`config.mk`:
```
export PLATFORM = sky130hd
export DESIGN_NAME = sctq_cell
export DESIGN_NICKNAME = d
export VERILOG_FILES = /design/src/rtl/sctq_pkg.sv /design/src/rtl/sctq_cell.sv
export SDC_FILE = /design/constraint.sdc
export NUM_CORES = 1
export LEC_CHECK = 0
export BUFFER_PORTS_ARGS = -buffer_cell sky130_fd_sc_hd__buf_2
export CAP_MARGIN = 20
export CORE_MARGIN = 2
export CORE_UTILIZATION = 54
export DETAILED_ROUTE_END_ITERATION = 6
export PLACE_DENSITY = 0.94
export RECOVER_POWER = 25
export SLEW_MARGIN = 20
export SYNTH_ARGS = -nofsm -noshare
export SYNTH_HDL_FRONTEND = slang
export SYNTH_SLANG_ARGS = --single-unit
```
`constraint.sdc`:
```
create_clock -name clk_i -period 7.45 [get_ports clk_i]
set_input_delay 1.49 -clock clk_i [delete_from_list [all_inputs] [get_ports clk_i]]
set_output_delay 1.49 -clock clk_i [all_outputs]
set_load 0.02 [all_outputs]
```
`src/rtl/sctq_pkg.sv`:
```
// Package for the sorted countdown timer queue.
// Holds the transaction payload types, the cell row types and the sequencer states.
// No dependencies.
package sctq_pkg;

  localparam int unsigned NumTimersDef = 32;
  localparam int unsigned MaxResults   = 32;
  localparam int unsigned IdW          = 5;
  localparam int unsigned CdW          = 32;
  localparam int unsigned MsW          = 31;
  localparam int unsigned EwW          = 16;
  localparam logic [EwW-1:0] EmptyWaitRst = 16'd1000;

  typedef enum logic [1:0] {
    OP_START   = 2'd0,
    OP_STOP    = 2'd1,
    OP_TICK    = 2'd2,
    OP_SERVICE = 2'd3
  } opcode_e;

  typedef enum logic [2:0] {
    CELL_HOLD,
    CELL_TICK,
    CELL_REMOVE,
    CELL_INSERT,
    CELL_REQUEUE
  } cell_op_e;

  typedef enum logic [2:0] {
    ST_IDLE,
    ST_EXEC,
    ST_INSERT,
    ST_REPORT,
    ST_SERVICE
  } seq_state_e;

  typedef struct packed {
    logic [1:0]     opcode;
    logic [IdW-1:0] timer_id;
    logic [MsW-1:0] interval_ms;
    logic [MsW-1:0] elapsed_ms;
  } in_t;

  typedef struct packed {
    logic [IdW-1:0]        fired_id;
    logic                  fired;
    logic signed [CdW-1:0] time_until_first;
    logic                  last;
  } out_t;

  typedef struct packed {
    logic                  valid;
    logic [IdW-1:0]        owner;
    logic signed [CdW-1:0] cd;
  } entry_t;

  typedef struct packed {
    cell_op_e              op;
    logic                  strict;
    logic signed [CdW-1:0] key;
    logic [IdW-1:0]        id;
    logic [MsW-1:0]        elapsed;
  } cell_cmd_t;

  typedef struct packed {
    logic ahead;
    logic past;
    logic lt;
    logic same;
    logic up;
  } cell_flag_t;

endpackage

```
`src/rtl/sctq_cell.sv`:
```
// One slot of the sorted countdown list: owner, countdown and valid bit.
// Shifts with its neighbours on insert, remove and requeue. Uses sctq_pkg.
module sctq_cell (
  input  logic                clk_i,
  input  logic                rst_ni,
  input  sctq_pkg::cell_cmd_t cmd_i,
  input  sctq_pkg::entry_t    left_i,
  input  sctq_pkg::entry_t    right_i,
  input  sctq_pkg::cell_flag_t left_flag_i,
  input  sctq_pkg::cell_flag_t right_flag_i,
  output sctq_pkg::entry_t    entry_o,
  output sctq_pkg::cell_flag_t flag_o
);
  import sctq_pkg::*;

  entry_t              entry_q, entry_d;
  entry_t              fresh;
  logic                lt, le, hit;
  logic signed [CdW:0] diff;
  logic signed [CdW-1:0] sat;

  assign lt  = entry_q.valid && (entry_q.cd < cmd_i.key);
  assign le  = entry_q.valid && (entry_q.cd <= cmd_i.key);
  assign hit = entry_q.valid && (entry_q.owner == cmd_i.id);

  assign flag_o.lt     = lt;
  assign flag_o.ahead  = cmd_i.strict ? lt : le;
  assign flag_o.past   = hit || left_flag_i.past;
  assign flag_o.same   = hit && (entry_q.cd == cmd_i.key);
  assign flag_o.up     = hit && (cmd_i.key > entry_q.cd);

  assign diff = {entry_q.cd[CdW-1], entry_q.cd} - $signed({2'b00, cmd_i.elapsed});
  assign sat  = (diff[CdW] != diff[CdW-1]) ? {1'b1, {(CdW-1){1'b0}}} : diff[CdW-1:0];

  assign fresh = '{valid: 1'b1, owner: cmd_i.id, cd: cmd_i.key};

  always_comb begin
    entry_d = entry_q;
    case (cmd_i.op)
      CELL_TICK: begin
        if (entry_q.valid) begin
          entry_d.cd = sat;
        end
      end
      CELL_REMOVE: begin
        if (flag_o.past) begin
          entry_d = right_i;
        end
      end
      CELL_INSERT: begin
        if (!flag_o.ahead) begin
          entry_d = left_flag_i.ahead ? fresh : left_i;
        end
      end
      CELL_REQUEUE: begin
        if (right_flag_i.lt) begin
          entry_d = right_i;
        end else if (lt) begin
          entry_d = fresh;
        end
      end
      default: entry_d = entry_q;
    endcase
  end

  always_ff @(posedge clk_i or negedge rst_ni) begin
    if (!rst_ni) begin
      entry_q <= '0;
    end else begin
      entry_q <= entry_d;
    end
  end

  assign entry_o = entry_q;

endmodule

```
==> results.yml, run 1 <==
clock_tree:
  holdBufCountCts: 0
  clk_pin_slew_worst_paths_ps: 90
  htreeDepth: 2
  clk_path_buf_depth: 2
  ctsResizeCount: 0
  numCtsBuffers: 5
  clk_latency_ps: 300
  clock_sinks: 38
  postCtsSetupRepairBufs: 0
  cts_tree: "built"
  cts_root_buf: "clkbuf_8"
yosys:
  ys.flop_type: "dfrtp_1"
  ys_ff_latch: 38
  netlist_area_um2: 5020
  syn_nets: 823
  ys_types: 57
  synth.avg_cell_area_um2: 8.40
  synth_cells: 598
  ys_async_sr_fraction: 1.00
  ys_seq_area_frac: 0.189
  yosys_warnings: 0
  synth_edf_count: 0
timing:
  tns_ps: 0
  post-route-period-util: 0.783
  slew_headroom: -0.568
  fmax_ghz: 0.171
  setup_slack_ps: 1610
  tightest_slew_ps: 2350
  finalSetupViolations: 0
  timing_hold_violations_final: 0
  holdWs_ps: 568
  rsz0062_at_grt: "false"
  fin_worst_skew_ps: 7.51
  maxSlewViolCount: 39
  period_needed_ps: 5840
die:
  core_area_um2: 9150
  fp.dieW_um: 100
  io_pins: 203
  dieArea_um2: 10100
  start_util: 0.549
  rows: 35
  die_h_um: 100
detailed_routing:
  route.vias.total: 5447
  wl_per_cell_um: 17.2
  dr.pass1.iters: 5
  vias_per_cell: 6.08
  postRouteAntennaNets: 0
  drt_iter0_drc: 346
  postRouteWirelength_um: 15400
  drcViolationCount: 0
global_routing:
  grt_pass1_wl_um: 24200
  grt_max_degree: 39
  antenna_found_initial: 0
  grt_pass1_vias: 5320
  grt-ovfl-total: 0
  track_usage: 0.300
placed_design:
  io_buffers: 195
  place_ws_ps: 1360
  place_congestion: 0.943
  place_hpwl_um: 12500
pwr:
  peakVddDrop_v: 0.000193
  power_mw: 2.12
  power.density_nw_per_um2: 341
  p_leak_nw: 3.34
run:
  drv_cap: 1
worst_setup_path:
  cp_data_required_time_ps: 7620
  start_kind: "primary input"
  path_class: "primary input to register"
  worst_setup_path_end_kind: "register"
  arrival_ps: 6010
  cp_max_fo: 26
min_path:
  min_path_type: "register to register"
cells_and_area:
  drive_gt1_frac: 0.313
  mostFrequentLayoutCells: "buf_2 (194), inv_1 (74), ha_1 (64)"
  area_delta_synth_final_pct: 23.9
  final_common_cell: "buf_2"
  fin_nets: 1009
  antennaDiodeCount: 0
  fill_cells: 768
  largest_reg_flops: 38
  final_util: 0.680
status:
  violations: "capacitance limit, slew limit"
  status: "finished, violations left"
## where the power goes
part	switching, mW	internal (mW)
clock network	0.0884	0.143
registers	0.103	0.293
logic	0.840	0.653
## final timing paths
path,slack (ps),endpoint,cells past startpoint,from
max in group asynchronous,4220,entry_o[16],1,rst_ni
worst max register to register,2400,entry_o[18],20,entry_o[0]
worst min register to register,570,entry_o[36],2,entry_o[36]
worst max-delay path,1610,entry_o[18],20,cmd_i[0]
min in group asynchronous,1890,entry_o[30],1,rst_ni
worst min-delay path,570,entry_o[36],2,entry_o[36]
## worst max-delay path, stage by stage
cell	delay [ps]
buf_2	80
ha_1	150
inv_1	50
fa_1	410
a21o_1	210
a221oi_2	360
nor3_1	180
o2111ai_1	310
nand3_1	200
a31oi_1	330
o21bai_1	100
a21oi_1	140
nor2_1	60
ha_1	280
or3_1	750
buf_4	310
o21ai_0	120
a221o_1	280
a21oi_1	120
mux2i_1	80
## stage by stage
stage / instances / cell area, um^2
after floorplan: 598 / 5020
after global placement: 888 / 6080
after detailed placement: 888 / 6080
after CTS: 896 / 6220
after global routing: 896 / 6220
final: 896 / 6220
## cell families after synthesis
family	Yosys count	share of synthesized area
xor gates and xnor gates	24	0.0418
DFF	38	0.189
AOI/OAI and AO/OA	192	0.274
and+or+nand+nor	138	0.140
buffers and inverters	95	0.0762
muxes	46	0.115
adders and majority gates	65	0.163
## synth_stat cells (all sizes together) (14+ instances only)
master,count,area (um^2)
nand2,34,128
mux2i,20,200
xor2,14,123
nand3,14,70.1
mux2,26,379
a21oi,39,195
dfrtp,38,951
o21ai,44,224
nor2,30,120
a222oi,30,300
clkbuf,17,63.8
ha,64,801
inv,74,278
## routing by layer
layer,global-route usage,part of all wire,up-vias
li1,-,-,2615
met1,0.360,0.39,2507
met2,0.549,0.50,294
met3,0.0430,0.085,31
met4,0.0959,0.021,0
met5,0,0,-
## cell type report
cell class | instances | area (um^2) | share of cell area
clock buffer | 6 | 82.6 | 0.0133
clock inverter | 2 | 60.1 | 0.00965
inverter | 74 | 278 | 0.0446
multi-input combinational | 465 | 3700 | 0.595
sequential | 38 | 951 | 0.153
tap | 111 | 139 | 0.0223
timing repair buffer | 200 | 1010 | 0.163
(Power assumes the default switching activity.)
==> inputs of run 2 (changes only) <==
Settings changed: ABC_AREA set to 1, CORE_UTILIZATION 54 to 47, PLACE_DENSITY 0.94 to 0.85.
Clock period 7.45 ns to 5.3 ns, I/O delays scaled along.
==> results.yml, run 2 <==
clock_tree:
  numCtsBuffers: 5
  ctsResizeCount: 0
  clk_latency_ps: 290
  holdBufCountCts: 0
  htreeDepth: 2
  clk_pin_slew_worst_paths_ps: 60
  clock_sinks: 38
  postCtsSetupRepairBufs: 0
  clk_path_buf_depth: 2
  cts_root_buf: "clkbuf_16"
  cts_tree: "built"
worst_setup_path:
  rr_endpoint: "entry_o[19]"
  reg2reg_from: "entry_o[6]"
  path_class: "primary input to register"
  cp_max_fo: 9
  start_kind: "primary input"
  regToRegSetupSlack_ps: 1390
  worst_setup_path_end_kind: "register"
  cp_data_required_time_ps: 5520
  reg2reg_depth: 18
  arrival_ps: 4580
yosys:
  ys_ff_latch: 38
  netlist_top_cells_area: "dfrtp_1 (17%), nand2_1 (16%), ha_1 (14%), inv_1 (8.2%), nand4_1 (5.3%)"
  ys_top_cells_by_count: "nand2_1 (244), inv_1 (124), nor2_1 (77)"
  synth.avg_cell_area_um2: 6.33
  yosysTopAreaCellShare: 0.168
  ys_types: 45
  ys.flop_type: "dfrtp_1"
  netlist_area_um2: 5650
  synth_area_leader_cell: "dfrtp_1"
  synth_cells: 893
  ys_async_sr_fraction: 1.00
  syn_nets: 1118
  ys_seq_area_frac: 0.168
  yosys_warnings: 0
  synth_edf_count: 0
  synth_most_common_cell: "nand2_1"
pwr:
  power_mw: 3.52
  peakVddDrop_v: 0.000271
  p_leak_nw: 3.83
  power.density_nw_per_um2: 514
die:
  start_util: 0.476
  core_area_um2: 11900
  dieArea_um2: 12900
  io_pins: 203
  fp.dieW_um: 114
  rows: 40
  die_h_um: 114
global_routing:
  grt_pass1_wl_um: 33200
  grt-ovfl-total: 0
  antenna_found_initial: 0
  grt_max_degree: 41
  grt_pass1_vias: 6562
  track_usage: 0.324
cells_and_area:
  drive_gt1_frac: 0.209
  fin_nets: 1295
  final_common_cell: "nand2_1"
  mostFrequentLayoutCells: "nand2_1 (244), buf_2 (194), inv_1 (124)"
  antennaDiodeCount: 0
  largest_reg_flops: 38
  area_delta_synth_final_pct: 21.3
timing:
  fmax_ghz: 0.230
  fin_worst_skew_ps: 5.53
  maxSlewViolCount: 39
  tns_ps: 0
  setup_slack_ps: 948
  timing_hold_violations_final: 0
  rsz0062_at_grt: "false"
  finalSetupViolations: 0
  post-route-period-util: 0.821
  period_needed_ps: 4350
  slew_headroom: -0.537
  tightest_slew_ps: 2300
detailed_routing:
  drt_iter0_drc: 566
  drcViolationCount: 0
  route.vias.total: 7019
  vias_per_cell: 5.77
  postRouteWirelength_um: 20800
  dr.pass1.iters: 6
  postRouteAntennaNets: 0
  wl_per_cell_um: 17.1
placed_design:
  place_hpwl_um: 16500
  io_buffers: 195
  place_congestion: 0.989
  place_ws_ps: 750
min_path:
  whs_path_depth: 2
  holdCritStartpoint: "entry_o[17]"
  min_path_type: "register to register"
  worst_hold_path.endpoint: "entry_o[17]"
status:
  violations: "capacitance limit, slew limit"
  status: "finished, violations left"
run:
  drv_cap: 1
-- run 2: layout make-up --
| type | count | area (um^2) |
|---|---|---|
| clock inverter | 1 | 30.0 |
| sequential | 38 | 951 |
| tap | 147 | 184 |
| clock buffer | 6 | 139 |
| timing repair buffer | 199 | 1000 |
| fill | 1207 | 5010 |
| multi-input combinational | 696 | 4060 |
| inverter | 130 | 488 |
-- run 2: cell families after synthesis --
family / share of synthesized area
DFF: 0.168
adders and majority gates: 0.145
xor gates and xnor gates: 0.0140
and+or+nand+nor: 0.332
AOI/OAI and AO/OA: 0.226
buffers and inverters: 0.114
-- run 2: report_power, final --
part | internal [mW] | switching (mW)
clock network | 0.233 | 0.133
registers | 0.423 | 0.181
logic | 0.903 | 1.65
total | 1.56 | 1.96
-- run 2: per-stage QoR --
step	utilization	std cells	instance area, um^2	hold slack, ps
3_5_place_dp	0.564	1210	6690	524
5_1_grt	0.578	1217	6850	572
6_report	0.578	1217	6850	537
2_1_floorplan	-	893	5650	612
3_3_place_gp	0.564	1210	6690	513
4_1_cts	0.578	1217	6860	538
-- run 2: how the worst max path moves through the flow --
stage                     startpoint          end  slack, ps  cells past startpoint
after floorplan             cmd_i[2]  entry_o[10]       1320                     19
after global placement      cmd_i[2]  entry_o[21]        780                     19
after detailed placement    cmd_i[6]  entry_o[19]        750                     20
after CTS                   cmd_i[6]  entry_o[19]       1020                     20
after global routing        cmd_i[2]  entry_o[21]        650                     19
final                       cmd_i[6]  entry_o[19]        950                     20
-- run 2: critical path: stages --
cell      delay, ps
buf_2            80
inv_1            40
ha_1            340
a21oi_1         260
o21ai_0         190
a21oi_1         330
o21ai_1         220
nand3_1         160
nand2_1          90
nand3_1          80
o211ai_1        120
xor2_1          170
ha_1            400
nor2_1          210
inv_1           220
a21oi_1         160
o21ai_0          90
nand3_1         110
nand4_1         110
nand2_1         120
-- run 2: per-layer routing --
layer | track usage | vias to the layer above | wire, um | part of all wire
met5 | 0 | - | 0 | 0
met4 | 0.117 | 0 | 746 | 0.036
met3 | 0.0531 | 56 | 1840 | 0.088
met2 | 0.543 | 375 | 9590 | 0.46
met1 | 0.422 | 3172 | 8610 | 0.41
li1 | - | 3416 | - | -
==> inputs of run 3 (changes only) <==
Settings changed: CORE_UTILIZATION 47 to 52, PLACE_DENSITY 0.85 to 0.89.
Clock period 5.3 ns to 4.35 ns, I/O delays scaled along.
==> results.yml, run 3 (synthesis gave the netlist of run 2 again) <==
status:
  status: "finished, violations left"
  violations: "capacitance limit, slew limit"
cells_and_area:
  drive_gt1_frac: 0.212
  fill_cells: 1092
  mostFrequentLayoutCells: "nand2_1 (244), buf_2 (194), inv_1 (124)"
  final_common_cell: "nand2_1"
  final_util: 0.635
  fin_area_um2: 6800
  largest_reg_flops: 38
  fin_nets: 1300
  antennaDiodeCount: 0
  area_delta_synth_final_pct: 20.3
clock_tree:
  cts_root_buf: "clkbuf_8"
  numCtsBuffers: 5
  cts_tree: "built"
  holdBufCountCts: 0
  ctsResizeCount: 0
  clock_sinks: 38
  clk_path_buf_depth: 2
  htreeDepth: 2
  postCtsSetupRepairBufs: 0
  clk_latency_ps: 300
  clk_pin_slew_worst_paths_ps: 80
worst_setup_path:
  cp-startpoint: "cmd_i[2]"
  critical-path-top-delay-family: "compound AO/OA/AOI/OAI gates"
  cp_max_fo: 9
  cp_data_required_time_ps: 4580
  path_buf_inv: 3
  slowest_stage: "o21ai_1"
  rr_endpoint: "entry_o[19]"
  worstSetupPathDepth: 20
  reg2reg_from: "entry_o[2]"
  worst_setup_path_end_kind: "register"
  start_kind: "primary input"
  path_class: "primary input to register"
  crit_end: "entry_o[19]"
  arrival_ps: 4170
  reg2reg_depth: 18
  worstPathCellList: "buf_2 > inv_1 > ha_1 > nand2_1 > o21ai_1 > a21oi_1 > o21ai_1 > nand3_1 > nand2_1 > nand3_1 > o211ai_1 > xor2_1 > ha_1 > nor2_1 > inv_1 > a21oi_1 > o21ai_0 > nand3_1 > nand4_1 > nand2_1"
  regToRegSetupSlack_ps: 630
  cpPeakStageDelay_ps: 360
die:
  dieArea_um2: 11700
  die_h_um: 108
  start_util: 0.528
  core_area_um2: 10700
  rows: 38
  fp.dieW_um: 108
  io_pins: 203
timing:
  slew_headroom: -0.497
  maxSlewViolCount: 39
  tns_ps: 0
  rsz0062_at_grt: "false"
  timing_hold_violations_final: 0
  tightest_slew_ps: 2250
  post-route-period-util: 0.904
  fin_worst_skew_ps: 13.8
  fmax_ghz: 0.254
  finalSetupViolations: 0
  period_needed_ps: 3930
detailed_routing:
  postRouteAntennaNets: 0
  vias_per_cell: 5.77
  wl_per_cell_um: 16.5
  drcViolationCount: 0
  route.vias.total: 7004
  postRouteWirelength_um: 20000
  drt_iter0_drc: 508
  dr.pass1.iters: 5
min_path:
  min_path_type: "register to register"
placed_design:
  place_hpwl_um: 15900
  place_congestion: 0.969
  io_buffers: 195
  placed_cell_area_um2: 6720
pwr:
  peakVddDrop_v: 0.000302
  power.density_nw_per_um2: 602
  p_leak_nw: 3.81
run:
  drv_cap: 1
global_routing:
  grt-ovfl-total: 0
  grt_max_degree: 40
  grt_pass1_wl_um: 31300
  grt_pass1_vias: 6529
  antenna_found_initial: 1
  track_usage: 0.340
==> run 3: power breakdown <==
group | internal [mW] | total (mW) | switching, mW
logic | 1.12 | 3.11 | 1.99
registers | 0.515 | 0.721 | 0.206
clock network | 0.123 | 0.259 | 0.137
total | 1.76 | 4.09 | 2.33
==> run 3: cell type report <==
cell class	instances	area (um^2)	area share
sequential	38	951	0.140
inverter	130	488	0.0718
multi-input combinational	696	4060	0.597
tap	140	175	0.0258
clock buffer	6	82.6	0.0122
timing repair buffer	204	1040	0.153
==> run 3: worst min-delay path by stage <==
stage / start / depth (start not counted) / slack [ps] / to
detailed placement: entry_o[18] / 2 / 520 / entry_o[18]
CTS: entry_o[18] / 2 / 530 / entry_o[18]
global placement: entry_o[21] / 2 / 510 / entry_o[21]
finish: entry_o[18] / 2 / 530 / entry_o[18]
global route: entry_o[8] / 2 / 560 / entry_o[8]
floorplan: rst_ni / 0 / 570 / entry_o[0]
==> run 3: worst register-to-register path, stage by stage, from the launching register on <==
cell      delay [ps]
dfrtp_1          440
ha_1             370
nand2_1          100
o21ai_1          280
a21oi_1          140
o21ai_1          360
nand3_1          180
nand2_1          120
nand3_1           70
o211ai_1         110
xor2_1           190
ha_1             270
nor2_1           140
inv_1            250
a21oi_1          190
o21ai_0          130
nand3_1          110
nand4_1          100
nand2_1           90
==> run 3: per-stage QoR <==
stage | hold WS [ps] | instances | setup slack [ps] | power, mW
2_1_floorplan | 574 | 893 | 564 | 2.85
3_3_place_gp | 510 | 1208 | 253 | 3.70
3_5_place_dp | 516 | 1208 | 242 | 3.76
4_1_cts | 534 | 1214 | 495 | 4.04
5_1_grt | 560 | 1214 | 127 | 4.50
6_report | 533 | 1214 | 415 | 4.09
==> run 3: metal layers <==
metal / part of all wire / GRT usage / up-vias
met1: 0.41 / 0.440 / 3188
met5: 0 / 0 / -
li1: - / - / 3424
met4: 0.030 / 0.118 / 0
met2: 0.47 / 0.567 / 337
met3: 0.097 / 0.0639 / 55
